File: src/rtl/core/mqlf_pkg.sv
// Package: sizes, codes and field layout of the multi-queue linked FIFO.
`default_nettype none

package mqlf_pkg;

  localparam int unsigned NUM_QUEUES = 3;
  localparam int unsigned ENTRIES    = 64;
  localparam int unsigned DATA_WIDTH = 32;

  localparam int unsigned ADDR_W  = $clog2(ENTRIES);
  localparam int unsigned CNT_W   = $clog2(ENTRIES + 1);
  localparam int unsigned QIDX_W  = (NUM_QUEUES > 1) ? $clog2(NUM_QUEUES) : 1;

  localparam int unsigned OPCODE_W = 1;
  localparam int unsigned QSEL_W   = 2;
  localparam int unsigned VALUE_W  = 32;
  localparam int unsigned STATUS_W = 2;

  localparam int unsigned IN_BITS    = OPCODE_W + QSEL_W + VALUE_W;
  localparam int unsigned IN_TDATA_W = ((IN_BITS + 7) / 8) * 8;
  localparam int unsigned OUT_BITS    = STATUS_W + VALUE_W;
  localparam int unsigned OUT_TDATA_W = ((OUT_BITS + 7) / 8) * 8;

  localparam logic [OPCODE_W-1:0] OP_PUSH = 1'b0;
  localparam logic [OPCODE_W-1:0] OP_POP  = 1'b1;

  localparam logic [STATUS_W-1:0] ST_OK        = 2'd0;
  localparam logic [STATUS_W-1:0] ST_EMPTY     = 2'd1;
  localparam logic [STATUS_W-1:0] ST_BAD_QUEUE = 2'd2;
  localparam logic [STATUS_W-1:0] ST_FULL      = 2'd3;

endpackage

`default_nettype wire

File: src/rtl/core/multi_queue_linked_fifo.sv
// Several FIFO queues sharing one linked entry store. Each request is a push or
// a pop on one queue and gives one response with a status and the popped value.
// In the accept cycle a request reads the link and value stores (synchronous
// RAMs) at the queue head or the free-list top; in the execute state it updates
// pointers, writes the stores back and loads the response register. A new
// request is taken while an earlier response still waits; the execute step then
// stalls until that response leaves the register. No clearing pass after reset:
// entries are handed out in order first, then recycled from a LIFO free list.
`default_nettype none

module multi_queue_linked_fifo
  import mqlf_pkg::*;
(
  input  wire logic                   clk_i,
  input  wire logic                   rst_ni,
  input  wire logic                   s_axis_tvalid_i,
  output logic                        s_axis_tready_o,
  // [0] opcode, [2:1] queue_select, [34:3] push_value, rest zero
  input  wire logic [IN_TDATA_W-1:0]  s_axis_tdata_i,
  output logic                        m_axis_tvalid_o,
  input  wire logic                   m_axis_tready_i,
  // [1:0] status, [33:2] popped_value, rest zero
  output logic [OUT_TDATA_W-1:0]      m_axis_tdata_o
);

  typedef enum logic {S_IDLE, S_EXEC} state_e;

  state_e state_q, state_d;

  // request fields
  logic [OPCODE_W-1:0]      in_op;
  logic [QSEL_W-1:0]        in_q;
  logic signed [VALUE_W-1:0] in_val;

  logic [OPCODE_W-1:0]      op_q, op_d;
  logic [QSEL_W-1:0]        qsel_q, qsel_d;
  logic [VALUE_W-1:0]       val_q, val_d;

  // queue pointers
  logic [ADDR_W-1:0] head_q [NUM_QUEUES];
  logic [ADDR_W-1:0] head_d [NUM_QUEUES];
  logic [ADDR_W-1:0] tail_q [NUM_QUEUES];
  logic [ADDR_W-1:0] tail_d [NUM_QUEUES];
  logic [NUM_QUEUES-1:0] nonempty_q, nonempty_d;

  logic [CNT_W-1:0]  fresh_q, fresh_d;
  logic [ADDR_W-1:0] free_head_q, free_head_d;
  logic [CNT_W-1:0]  free_cnt_q, free_cnt_d;

  logic                out_valid_q, out_valid_d;
  logic [STATUS_W-1:0] status_q, status_d;
  logic [VALUE_W-1:0]  popped_q, popped_d;

  // stores
  logic [DATA_WIDTH-1:0] value_mem [ENTRIES];
  logic [ADDR_W-1:0]     next_mem  [ENTRIES];
  logic [DATA_WIDTH-1:0] value_rd_q;
  logic [ADDR_W-1:0]     next_rd_q;

  logic                  rd_en;
  logic [ADDR_W-1:0]     rd_addr;
  logic                  val_we;
  logic [ADDR_W-1:0]     val_waddr;
  logic [DATA_WIDTH-1:0] val_wdata;
  logic                  nxt_we;
  logic [ADDR_W-1:0]     nxt_waddr;
  logic [ADDR_W-1:0]     nxt_wdata;

  logic              in_fire;
  logic              exec_fire;
  logic              in_q_ok;
  logic [QIDX_W-1:0] in_qi;
  logic              ex_q_ok;
  logic [QIDX_W-1:0] ex_qi;
  logic [ADDR_W-1:0] ex_head;
  logic [ADDR_W-1:0] ex_tail;
  logic              ex_nonempty;
  logic [ADDR_W-1:0] new_e;
  logic signed [63:0] popped_wide;

  assign in_op  = s_axis_tdata_i[0];
  assign in_q   = s_axis_tdata_i[QSEL_W:1];
  assign in_val = s_axis_tdata_i[IN_BITS-1:OPCODE_W+QSEL_W];

  assign s_axis_tready_o = (state_q == S_IDLE);
  assign in_fire   = s_axis_tvalid_i && s_axis_tready_o;
  assign exec_fire = (state_q == S_EXEC) && (!out_valid_q || m_axis_tready_i);

  assign in_q_ok = ({1'b0, in_q} < (QSEL_W + 1)'(NUM_QUEUES));
  assign in_qi   = in_q_ok ? QIDX_W'(in_q) : '0;
  assign ex_q_ok = ({1'b0, qsel_q} < (QSEL_W + 1)'(NUM_QUEUES));
  assign ex_qi   = ex_q_ok ? QIDX_W'(qsel_q) : '0;

  assign ex_head     = head_q[ex_qi];
  assign ex_tail     = tail_q[ex_qi];
  assign ex_nonempty = nonempty_q[ex_qi];

  // pop reads at the queue head, push reads the free-list link
  assign rd_en   = in_fire;
  assign rd_addr = (in_op == OP_POP) ? head_q[in_qi] : free_head_q;

  assign popped_wide = 64'(signed'(value_rd_q));

  always_comb begin
    state_d     = state_q;
    op_d        = op_q;
    qsel_d      = qsel_q;
    val_d       = val_q;
    head_d      = head_q;
    tail_d      = tail_q;
    nonempty_d  = nonempty_q;
    fresh_d     = fresh_q;
    free_head_d = free_head_q;
    free_cnt_d  = free_cnt_q;
    out_valid_d = out_valid_q && !m_axis_tready_i;
    status_d    = status_q;
    popped_d    = popped_q;
    val_we      = 1'b0;
    val_waddr   = '0;
    val_wdata   = '0;
    nxt_we      = 1'b0;
    nxt_waddr   = '0;
    nxt_wdata   = '0;
    new_e       = '0;

    if (in_fire) begin
      op_d    = in_op;
      qsel_d  = in_q;
      val_d   = in_val;
      state_d = S_EXEC;
    end

    if (exec_fire) begin
      state_d     = S_IDLE;
      out_valid_d = 1'b1;
      status_d    = ST_OK;
      popped_d    = '0;
      if (!ex_q_ok) begin
        status_d = ST_BAD_QUEUE;
      end else if (op_q == OP_PUSH) begin
        priority if (fresh_q < CNT_W'(ENTRIES)) begin
          new_e   = fresh_q[ADDR_W-1:0];
          fresh_d = fresh_q + 1'b1;
        end else if (free_cnt_q != '0) begin
          new_e       = free_head_q;
          free_head_d = next_rd_q;
          free_cnt_d  = free_cnt_q - 1'b1;
        end else begin
          status_d = ST_FULL;
        end
        if (status_d == ST_OK) begin
          val_we    = 1'b1;
          val_waddr = new_e;
          val_wdata = DATA_WIDTH'(val_q);
          tail_d[ex_qi] = new_e;
          if (ex_nonempty) begin
            nxt_we    = 1'b1;
            nxt_waddr = ex_tail;
            nxt_wdata = new_e;
          end else begin
            head_d[ex_qi]     = new_e;
            nonempty_d[ex_qi] = 1'b1;
          end
        end
      end else begin
        if (!ex_nonempty) begin
          status_d = ST_EMPTY;
        end else begin
          popped_d = popped_wide[VALUE_W-1:0];
          if (ex_head == ex_tail) begin
            nonempty_d[ex_qi] = 1'b0;
          end else begin
            head_d[ex_qi] = next_rd_q;
          end
          // old head goes on top of the free list
          nxt_we      = 1'b1;
          nxt_waddr   = ex_head;
          nxt_wdata   = free_head_q;
          free_head_d = ex_head;
          free_cnt_d  = free_cnt_q + 1'b1;
        end
      end
    end
  end

  always_ff @(posedge clk_i or negedge rst_ni) begin
    if (!rst_ni) begin
      state_q     <= S_IDLE;
      op_q        <= OP_PUSH;
      qsel_q      <= '0;
      val_q       <= '0;
      for (int i = 0; i < NUM_QUEUES; i++) begin
        head_q[i] <= '0;
        tail_q[i] <= '0;
      end
      nonempty_q  <= '0;
      fresh_q     <= '0;
      free_head_q <= '0;
      free_cnt_q  <= '0;
      out_valid_q <= 1'b0;
      status_q    <= ST_OK;
      popped_q    <= '0;
    end else begin
      state_q     <= state_d;
      op_q        <= op_d;
      qsel_q      <= qsel_d;
      val_q       <= val_d;
      head_q      <= head_d;
      tail_q      <= tail_d;
      nonempty_q  <= nonempty_d;
      fresh_q     <= fresh_d;
      free_head_q <= free_head_d;
      free_cnt_q  <= free_cnt_d;
      out_valid_q <= out_valid_d;
      status_q    <= status_d;
      popped_q    <= popped_d;
    end
  end

  // value store
  always_ff @(posedge clk_i) begin
    if (val_we) begin
      value_mem[val_waddr] <= val_wdata;
    end
    if (rd_en) begin
      value_rd_q <= value_mem[rd_addr];
    end
  end

  // link store
  always_ff @(posedge clk_i) begin
    if (nxt_we) begin
      next_mem[nxt_waddr] <= nxt_wdata;
    end
    if (rd_en) begin
      next_rd_q <= next_mem[rd_addr];
    end
  end

  assign m_axis_tvalid_o = out_valid_q;
  assign m_axis_tdata_o  = OUT_TDATA_W'({popped_q, status_q});

endmodule

`default_nettype wire

File: config.mk
export PLATFORM = sky130hd
export DESIGN_NAME = multi_queue_linked_fifo
export DESIGN_NICKNAME = d
export VERILOG_FILES = /design/src/rtl/core/mqlf_pkg.sv /design/src/rtl/core/multi_queue_linked_fifo.sv
export SDC_FILE = /design/constraint.sdc
export NUM_CORES = 2
export LEC_CHECK = 0
export ABC_AREA = 0
export BUFFER_PORTS_ARGS = -buffer_cell sky130_fd_sc_hd__buf_2
export CAP_MARGIN = 40
export CORE_UTILIZATION = 30
export CTS_BUF_LIST = sky130_fd_sc_hd__clkbuf_4 sky130_fd_sc_hd__clkbuf_8
export DETAILED_ROUTE_END_ITERATION = 16
export PLACE_DENSITY_LB_ADDON = 0.15
export SKIP_LAST_GASP = 1
export SLEW_MARGIN = 20
export SYNTH_ARGS = -nofsm -noshare
export SYNTH_HDL_FRONTEND = slang
export SYNTH_SLANG_ARGS = --single-unit
File: constraint.sdc
create_clock -name clk_i -period 12.8 [get_ports clk_i]
set_input_delay 2.56 -clock clk_i [delete_from_list [all_inputs] [get_ports clk_i]]
set_output_delay 2.56 -clock clk_i [all_outputs]
set_load 0.02 [all_outputs]
==> Word-level counts from Yosys, hierarchy flattened <==
Memories as Yosys holds them, arrays and structs flattened. A register that Yosys moved wholly into a read port is not among the register bits.
Cells that the tools add are included.
{ "totals": {"regBits": 130, "mem_bits_rw": 2432, "input_bits": 44, "output_inout_bits": 42, "memories": 2} }
{ "mem_list": {"columns": ["name", "depth", "word_bits", "read_ports", "rd_ports_with_merged_regs", "write_ports", "line_no", "source"], "rows": [
  ["value_mem", 64, 32, 1, 1, 1, "multi_queue_linked_fifo.sv:55", "logic [DATA_WIDTH-1:0] value_mem [ENTRIES];"],
  ["next_mem", 64, 6, 1, 1, 1, "multi_queue_linked_fifo.sv:56", "logic [ADDR_W-1:0] next_mem [ENTRIES];"]
]} }
{ "classes": {"n_addsub": 3, "n_lt_le_gt_ge": 8, "eq_ne": 6, "mux": 91, "bitwise": 7, "n_reduce_logical": 18} }
{ "op_table": {"columns": ["cell", "n"], "rows": [
  ["$mux W32", 7],
  ["$mux W6", 33],
  ["$mux W18", 5],
  ["$bwmux W18", 3],
  ["$bmux W6 S2", 3],
  ["$mux W7", 4],
  ["$mux W1", 19],
  ["$mux W2", 9],
  ["$mux W3", 5],
  ["$add A7 B1 Y7 const B", 2],
  ["$demux W6 S2", 1],
  ["$reduce_and A6 Y1", 2],
  ["$reduce_and A4 Y1", 2],
  ["$lt A7 B7 Y1 const B", 1],
  ["$reduce_bool A7 Y1", 1],
  ["$sub A7 B1 Y7 const B", 1],
  ["$eq A6 B6 Y1", 1],
  ["$ge A3 B3 Y1 const B", 2],
  ["$ne A2 B2 Y1 const B", 3],
  ["$not A2 Y3", 2],
  ["$reduce_bool A2 Y1", 3],
  ["$logic_and A1 B1 Y1", 5],
  ["$reduce_and A5 Y1", 1],
  ["$lt A2 B2 Y1 const B", 2],
  ["other kinds (13)", 16]
]} }

==> Depth between registers and ports, before layout <==
{ "logic_depth": {"ltp_word": 13, "ltp_mapped": 13} }

==> Worst setup path after synthesis <==
Ideal clock, no wire load.
{ "synth_timing": {"path_kind": "in2reg", "start": "input port m_axis_tready_i", "end": "memory next_mem[0][0] (netlist bit), data pin", "arrival_time_ns": 5.822, "required_ns": 12.119, "setup_slack_ns": 6.297, "cell_stages": 6, "n_path_buf": 1, "cell_sequence": "nand2b_1 > nand2_1 > nor2_1 > nand2_1 > clkbuf_1 > nor3_1"} }
{ "synth_between": {"elab_chain_len": 3} }
{ "synth_rtl": {"columns": ["item", "line_no", "source"], "rows": [
  ["from (decl)", "multi_queue_linked_fifo.sv:21", "input wire logic m_axis_tready_i,"],
  ["$logic_or A1 B1 Y1", "multi_queue_linked_fifo.sv:87", "assign exec_fire = (state_q == S_EXEC) && (!out_valid_q || m_axis_tready_i);"],
  ["$logic_and A1 B1 Y1", "multi_queue_linked_fifo.sv:87", null],
  ["$mux W6", "multi_queue_linked_fifo.sv:133", "if (exec_fire) begin"],
  ["net nxt_wdata[0]", "multi_queue_linked_fifo.sv:67", "logic [ADDR_W-1:0] nxt_wdata;"],
  ["to (decl)", "multi_queue_linked_fifo.sv:56", null]
]} }
The timed path passes the listed nets, and every way through them passes these cells.

==> Worst setup path in the final report <==
{ "layout_timing": {"start": "input port s_axis_tdata_i[2]", "end": "register value_rd_q[3] (read register of value_mem), data pin"} }
{ "layout_between": {"elab_chain_len": 7} }
{ "layout_rtl": {"columns": ["item", "line_no", "source"], "rows": [
  ["from (decl)", "multi_queue_linked_fifo.sv:19", "input wire logic [IN_TDATA_W-1:0] s_axis_tdata_i,"],
  ["$lt A2 B2 Y1", "multi_queue_linked_fifo.sv:89", "assign in_q_ok = ({1'b0, in_q} < (QSEL_W + 1)'(NUM_QUEUES));"],
  ["$mux W2 (*)", "multi_queue_linked_fifo.sv:90", "assign in_qi = in_q_ok ? QIDX_W'(in_q) : '0;"],
  ["$not A2 Y3 (not written as such) (*)", "multi_queue_linked_fifo.sv:100", "assign rd_addr = (in_op == OP_POP) ? head_q[in_qi] : free_head_q;"],
  ["$bmux W6 S2 (*)", "multi_queue_linked_fifo.sv:100", null],
  ["$mux W6 (not written as such) (*) (2 in series)", "multi_queue_linked_fifo.sv:100", null],
  ["$mux W6 (*)", "multi_queue_linked_fifo.sv:100", null],
  ["to (decl)", "multi_queue_linked_fifo.sv:57", "logic [DATA_WIDTH-1:0] value_rd_q;"]
]} }
Mark *: on every way between the ends. The rest lies on a longest branch, timed or not. The select of a mux whose other input is x is not followed.
A chain may end at the register's enable or synchronous reset.

==> reports/qor.json <==
{
  "grt_antenna_before_repair": {"value": 22},
  "clock_tree.buffer_depth": {"value": 4},
  "grt_setup_unrepaired": {"value": "no"},
  "netlist_instances": {"value": 7349},
  "grt_start_max_net_pins": {"value": 175},
  "final-hold-violation-count": {"value": 0},
  "design.core.area": {"value": 338000, "unit": "um2"},
  "clock_skew": {"value": 65.2, "unit": "ps"},
  "dpl.cell_count": {"value": 11713},
  "post-place-ws": {"value": 5150, "unit": "ps"},
  "reg2reg_from": {"value": "head_q[12]$_DFFE_PN0P_"},
  "ys_warn_count": {"value": 0},
  "grt-ovfl-total": {"value": 0},
  "synth.cell_area": {"value": 102000, "unit": "um2"},
  "io_buffers": {"value": 74},
  "number_of_h_tree_levels": {"value": 5},
  "setup_viol": {"value": 0},
  "synthDominantAreaCellType": {"value": "edfxtp_1"},
  "nets": {"value": 7703},
  "ctsHoldBuffers": {"value": 0},
  "crit_path_start_kind": {"value": "input port"},
  "routed_wire_length_per_instance": {"value": 26.9, "unit": "um"},
  "timing.hold.ws": {"value": 463, "unit": "ps"},
  "grt_pass1_wl": {"value": 468000, "unit": "um"},
  "worstReg2RegEnd": {"value": "value_rd_q[3]$_DFFE_PP_"},
  "share_of_cells_above_drive_strength_1": {"value": 15.6, "unit": "%"},
  "rows": {"value": 213},
  "timing.final.max_slew_violations": {"value": 0},
  "fillers": {"value": 32884},
  "fmax": {"value": 0.152, "unit": "GHz"},
  "pwr_density_cell": {"value": 151, "unit": "nW/um2"},
  "synth.top_cells.by_area": {"value": "edfxtp_1 73%, nand2_1 7.4%, dfrtp_1 3.2%, nand3_1 3.2%, mux2i_1 2.3%"},
  "netlist.area_leader.share": {"value": 72.6, "unit": "%"},
  "numCtsBuffers": {"value": 436},
  "crit_buf_inv": {"value": 3},
  "drc": {"value": 0},
  "setup_tns": {"value": 0, "unit": "ps"},
  "final_util": {"value": 35.0, "unit": "%"},
  "floorplan.die.height": {"value": 586, "unit": "um"},
  "most_used_cell_cp": {"value": "buf_4"},
  "power_leakage": {"value": 38.2, "unit": "nW"},
  "timing.max_slew.rel_slack": {"value": 31.4, "unit": "%"},
  "critical-path-slowest-cell": {"value": "a211oi_1"},
  "synth_common_cells": {"value": "2470 x edfxtp_1, 2005 x nand2_1, 644 x nand3_1, 278 x a31oi_1, 235 x mux2i_1"},
  "route.detailed.vias_per_inst": {"value": 5.08},
  "num_io_pins": {"value": 86},
  "cts-resized-gates": {"value": 0},
  "layout_area_growth_over_synthesis": {"value": 15.6, "unit": "%"},
  "drv.max_cap_violation_count": {"value": 0},
  "synth.distinct_cells": {"value": 70},
  "min_delay_worst_endpoint": {"value": "popped_q[13]$_DFFE_PN0P_"},
  "path_clk_slew": {"value": 50, "unit": "ps"},
  "setup_slack": {"value": 6210, "unit": "ps"},
  "timing.reg2reg.worst_path_depth": {"value": 10},
  "detailedRoute.firstPassIterationCount": {"value": 6},
  "synth.ff_latch_count": {"value": 2600},
  "finalCriticalPeriod": {"value": 6590, "unit": "ps"},
  "required": {"value": 13640, "unit": "ps"},
  "max_fo_critical_path": {"value": 59},
  "fin_crit_sh": {"value": 51.5, "unit": "%"},
  "critical_path.top_delay_family": {"value": "compound AO/OA/AOI/OAI gates"},
  "vdd_ir_drop_max": {"value": 81.2, "unit": "uV"},
  "cts.root.buffer_cell": {"value": "clkbuf_8"},
  "synth-async-reset-ratio": {"value": 5.00, "unit": "%"},
  "clock_latency": {"value": 1100, "unit": "ps"},
  "final_area": {"value": 118000, "unit": "um2"},
  "edff_count_synth": {"value": 2470},
  "outcome": {"value": "completed"},
  "syn-mean-instance-area": {"value": 13.9, "unit": "um2"},
  "postCtsSetupBuffers": {"value": 0},
  "power": {"value": 17.8, "unit": "mW"},
  "crit_path_cell_trace": {"value": "buf_2, xnor2_1, a21o_1, nor2_4, buf_4, buf_4, nand2_1, a32oi_1, a31oi_1, a211oi_1, a22o_1"},
  "critPathCaptureType": {"value": "flip-flop"},
  "final_hpwl_dp": {"value": 180000, "unit": "um"},
  "holdCritStartpoint": {"value": "value_rd_q[13]$_DFFE_PP_"},
  "first_global_vias": {"value": 61340},
  "detail_route.wirelength": {"value": 336000, "unit": "um"},
  "synth_top_flop_cell": {"value": "edfxtp_1"},
  "hold_path_depth": {"value": 1},
  "die-area": {"value": 343000, "unit": "um2"},
  "place_area": {"value": 109000, "unit": "um2"},
  "routed-via-count": {"value": 63584},
  "max_stage_delay": {"value": 810, "unit": "ps"},
  "clock_tree_from_tritoncts": {"value": "done"},
  "die_width": {"value": 586, "unit": "um"},
  "drt_first_iter_violations": {"value": 5991},
  "synth-seq-area-share": {"value": 75.8, "unit": "%"},
  "routabilityCongestion": {"value": 0.772},
  "tritoncts_num_sinks": {"value": 2600},
  "ant_nets": {"value": 0},
  "tightest_slew": {"value": 1030, "unit": "ps"},
  "r2r_setup_slack": {"value": 7860, "unit": "ps"},
  "post-synth-top-count-cell": {"value": "edfxtp_1"},
  "arrival": {"value": 7430, "unit": "ps"},
  "timing.setup.critical_path_class": {"value": "in -> reg"},
  "initial_utilization": {"value": 30.2, "unit": "%"},
  "hold_path_class": {"value": "reg -> reg"},
  "grt_usage": {"value": 19.1, "unit": "%"},
  "finish.cell_count_without_fillers": {"value": 12517}
}
-- final cells by class --
type	count	area, um2	area share (%)
inverter	10	37.5	0.0318
sequential	2600	77400	65.5
clock buffer	629	7560	6.40
tap	4515	5650	4.78
timing repair buffer	328	3000	2.54
antenna	9	22.5	0.0191
clock inverter	155	946	0.801
multi-input combinational	4271	23500	19.9
-- logic make-up (layout without fill, tap and decap cells) --
| logic type | count (synthesis) | count (layout) | synth area share (%) |
|---|---|---|---|
| buffers and inverters | 483 | 1122 | 2.13 |
| AO/OA/AOI/OAI | 831 | 831 | 5.78 |
| AND/OR/NAND/NOR | 3085 | 3085 | 12.8 |
| flip-flops | 2600 | 2600 | 75.8 |
| XOR/XNOR | 19 | 19 | 0.163 |
| adder cells (fa/ha/maj) | 12 | 12 | 0.154 |
| multiplexers | 318 | 318 | 3.24 |
| other | 1 | 15 | 0.00367 |
-- worst max path at each step --
stage | from | slack [ps] | end | depth (start not counted)
global placement | s_axis_tdata_i[2] | 5010 | value_rd_q[21]$_DFFE_PP_ | 11
detailed placement | s_axis_tdata_i[2] | 5150 | value_rd_q[31]$_DFFE_PP_ | 10
floorplan | m_axis_tready_i | 6300 | next_mem[0][0]$_DFFE_PP_ | 6
CTS | s_axis_tdata_i[2] | 6370 | value_rd_q[31]$_DFFE_PP_ | 10
finish | s_axis_tdata_i[2] | 6210 | value_rd_q[3]$_DFFE_PP_ | 11
global route | s_axis_tdata_i[2] | 6140 | value_rd_q[3]$_DFFE_PP_ | 11
-- power breakdown --
part / internal [mW] / switching (mW)
Combinational: 0.324 / 0.746
Sequential: 9.34 / 0.0908
Clock: 3.94 / 3.37
-- layer usage --
layer / GRT usage, % / routed length, um
met4: 5.65 / 9300
met1: 26.2 / 147000
met5: 0 / 65
met2: 30.7 / 156000
met3: 3.74 / 23700
-- state kept, by name, indices dropped and copies added (netlist names), named ones only --
name / count
value_mem: 2048
m_axis_tvalid_o: 1
value_rd_q: 32
op_q: 1
free_cnt_q: 7
next_mem: 384
head_q: 18
status_q: 2
popped_q: 32
val_q: 32
tail_q: 18
free_head_q: 6
fresh_q: 7
next_rd_q: 6
qsel_q: 2
state_q: 1
-- layout by cell type, fill, tap and decap left out, types with 27 or more instances in the layout --
| master | count |
|---|---|
| edfxtp_1 | 2470 |
| nand2_1 | 2001 |
| nand3_1 | 642 |
| clkbuf_8 | 454 |
| a31oi_1 | 277 |
| mux2i_1 | 234 |
| a32oi_1 | 207 |
| buf_4 | 193 |
| clkbuf_4 | 177 |
| dfrtp_1 | 130 |
| a21oi_1 | 109 |
| clkinv_1 | 102 |
| nor2_1 | 97 |
| nand4_1 | 82 |
| mux2_2 | 80 |
| buf_2 | 75 |
| nor2_4 | 67 |
| o21ai_0 | 42 |
| nor4_1 | 38 |
| and3_1 | 36 |
| buf_12 | 35 |
| a22o_1 | 34 |
| and3_2 | 31 |
| clkinv_2 | 30 |
| a211oi_1 | 27 |
(Power assumes the default switching activity.)
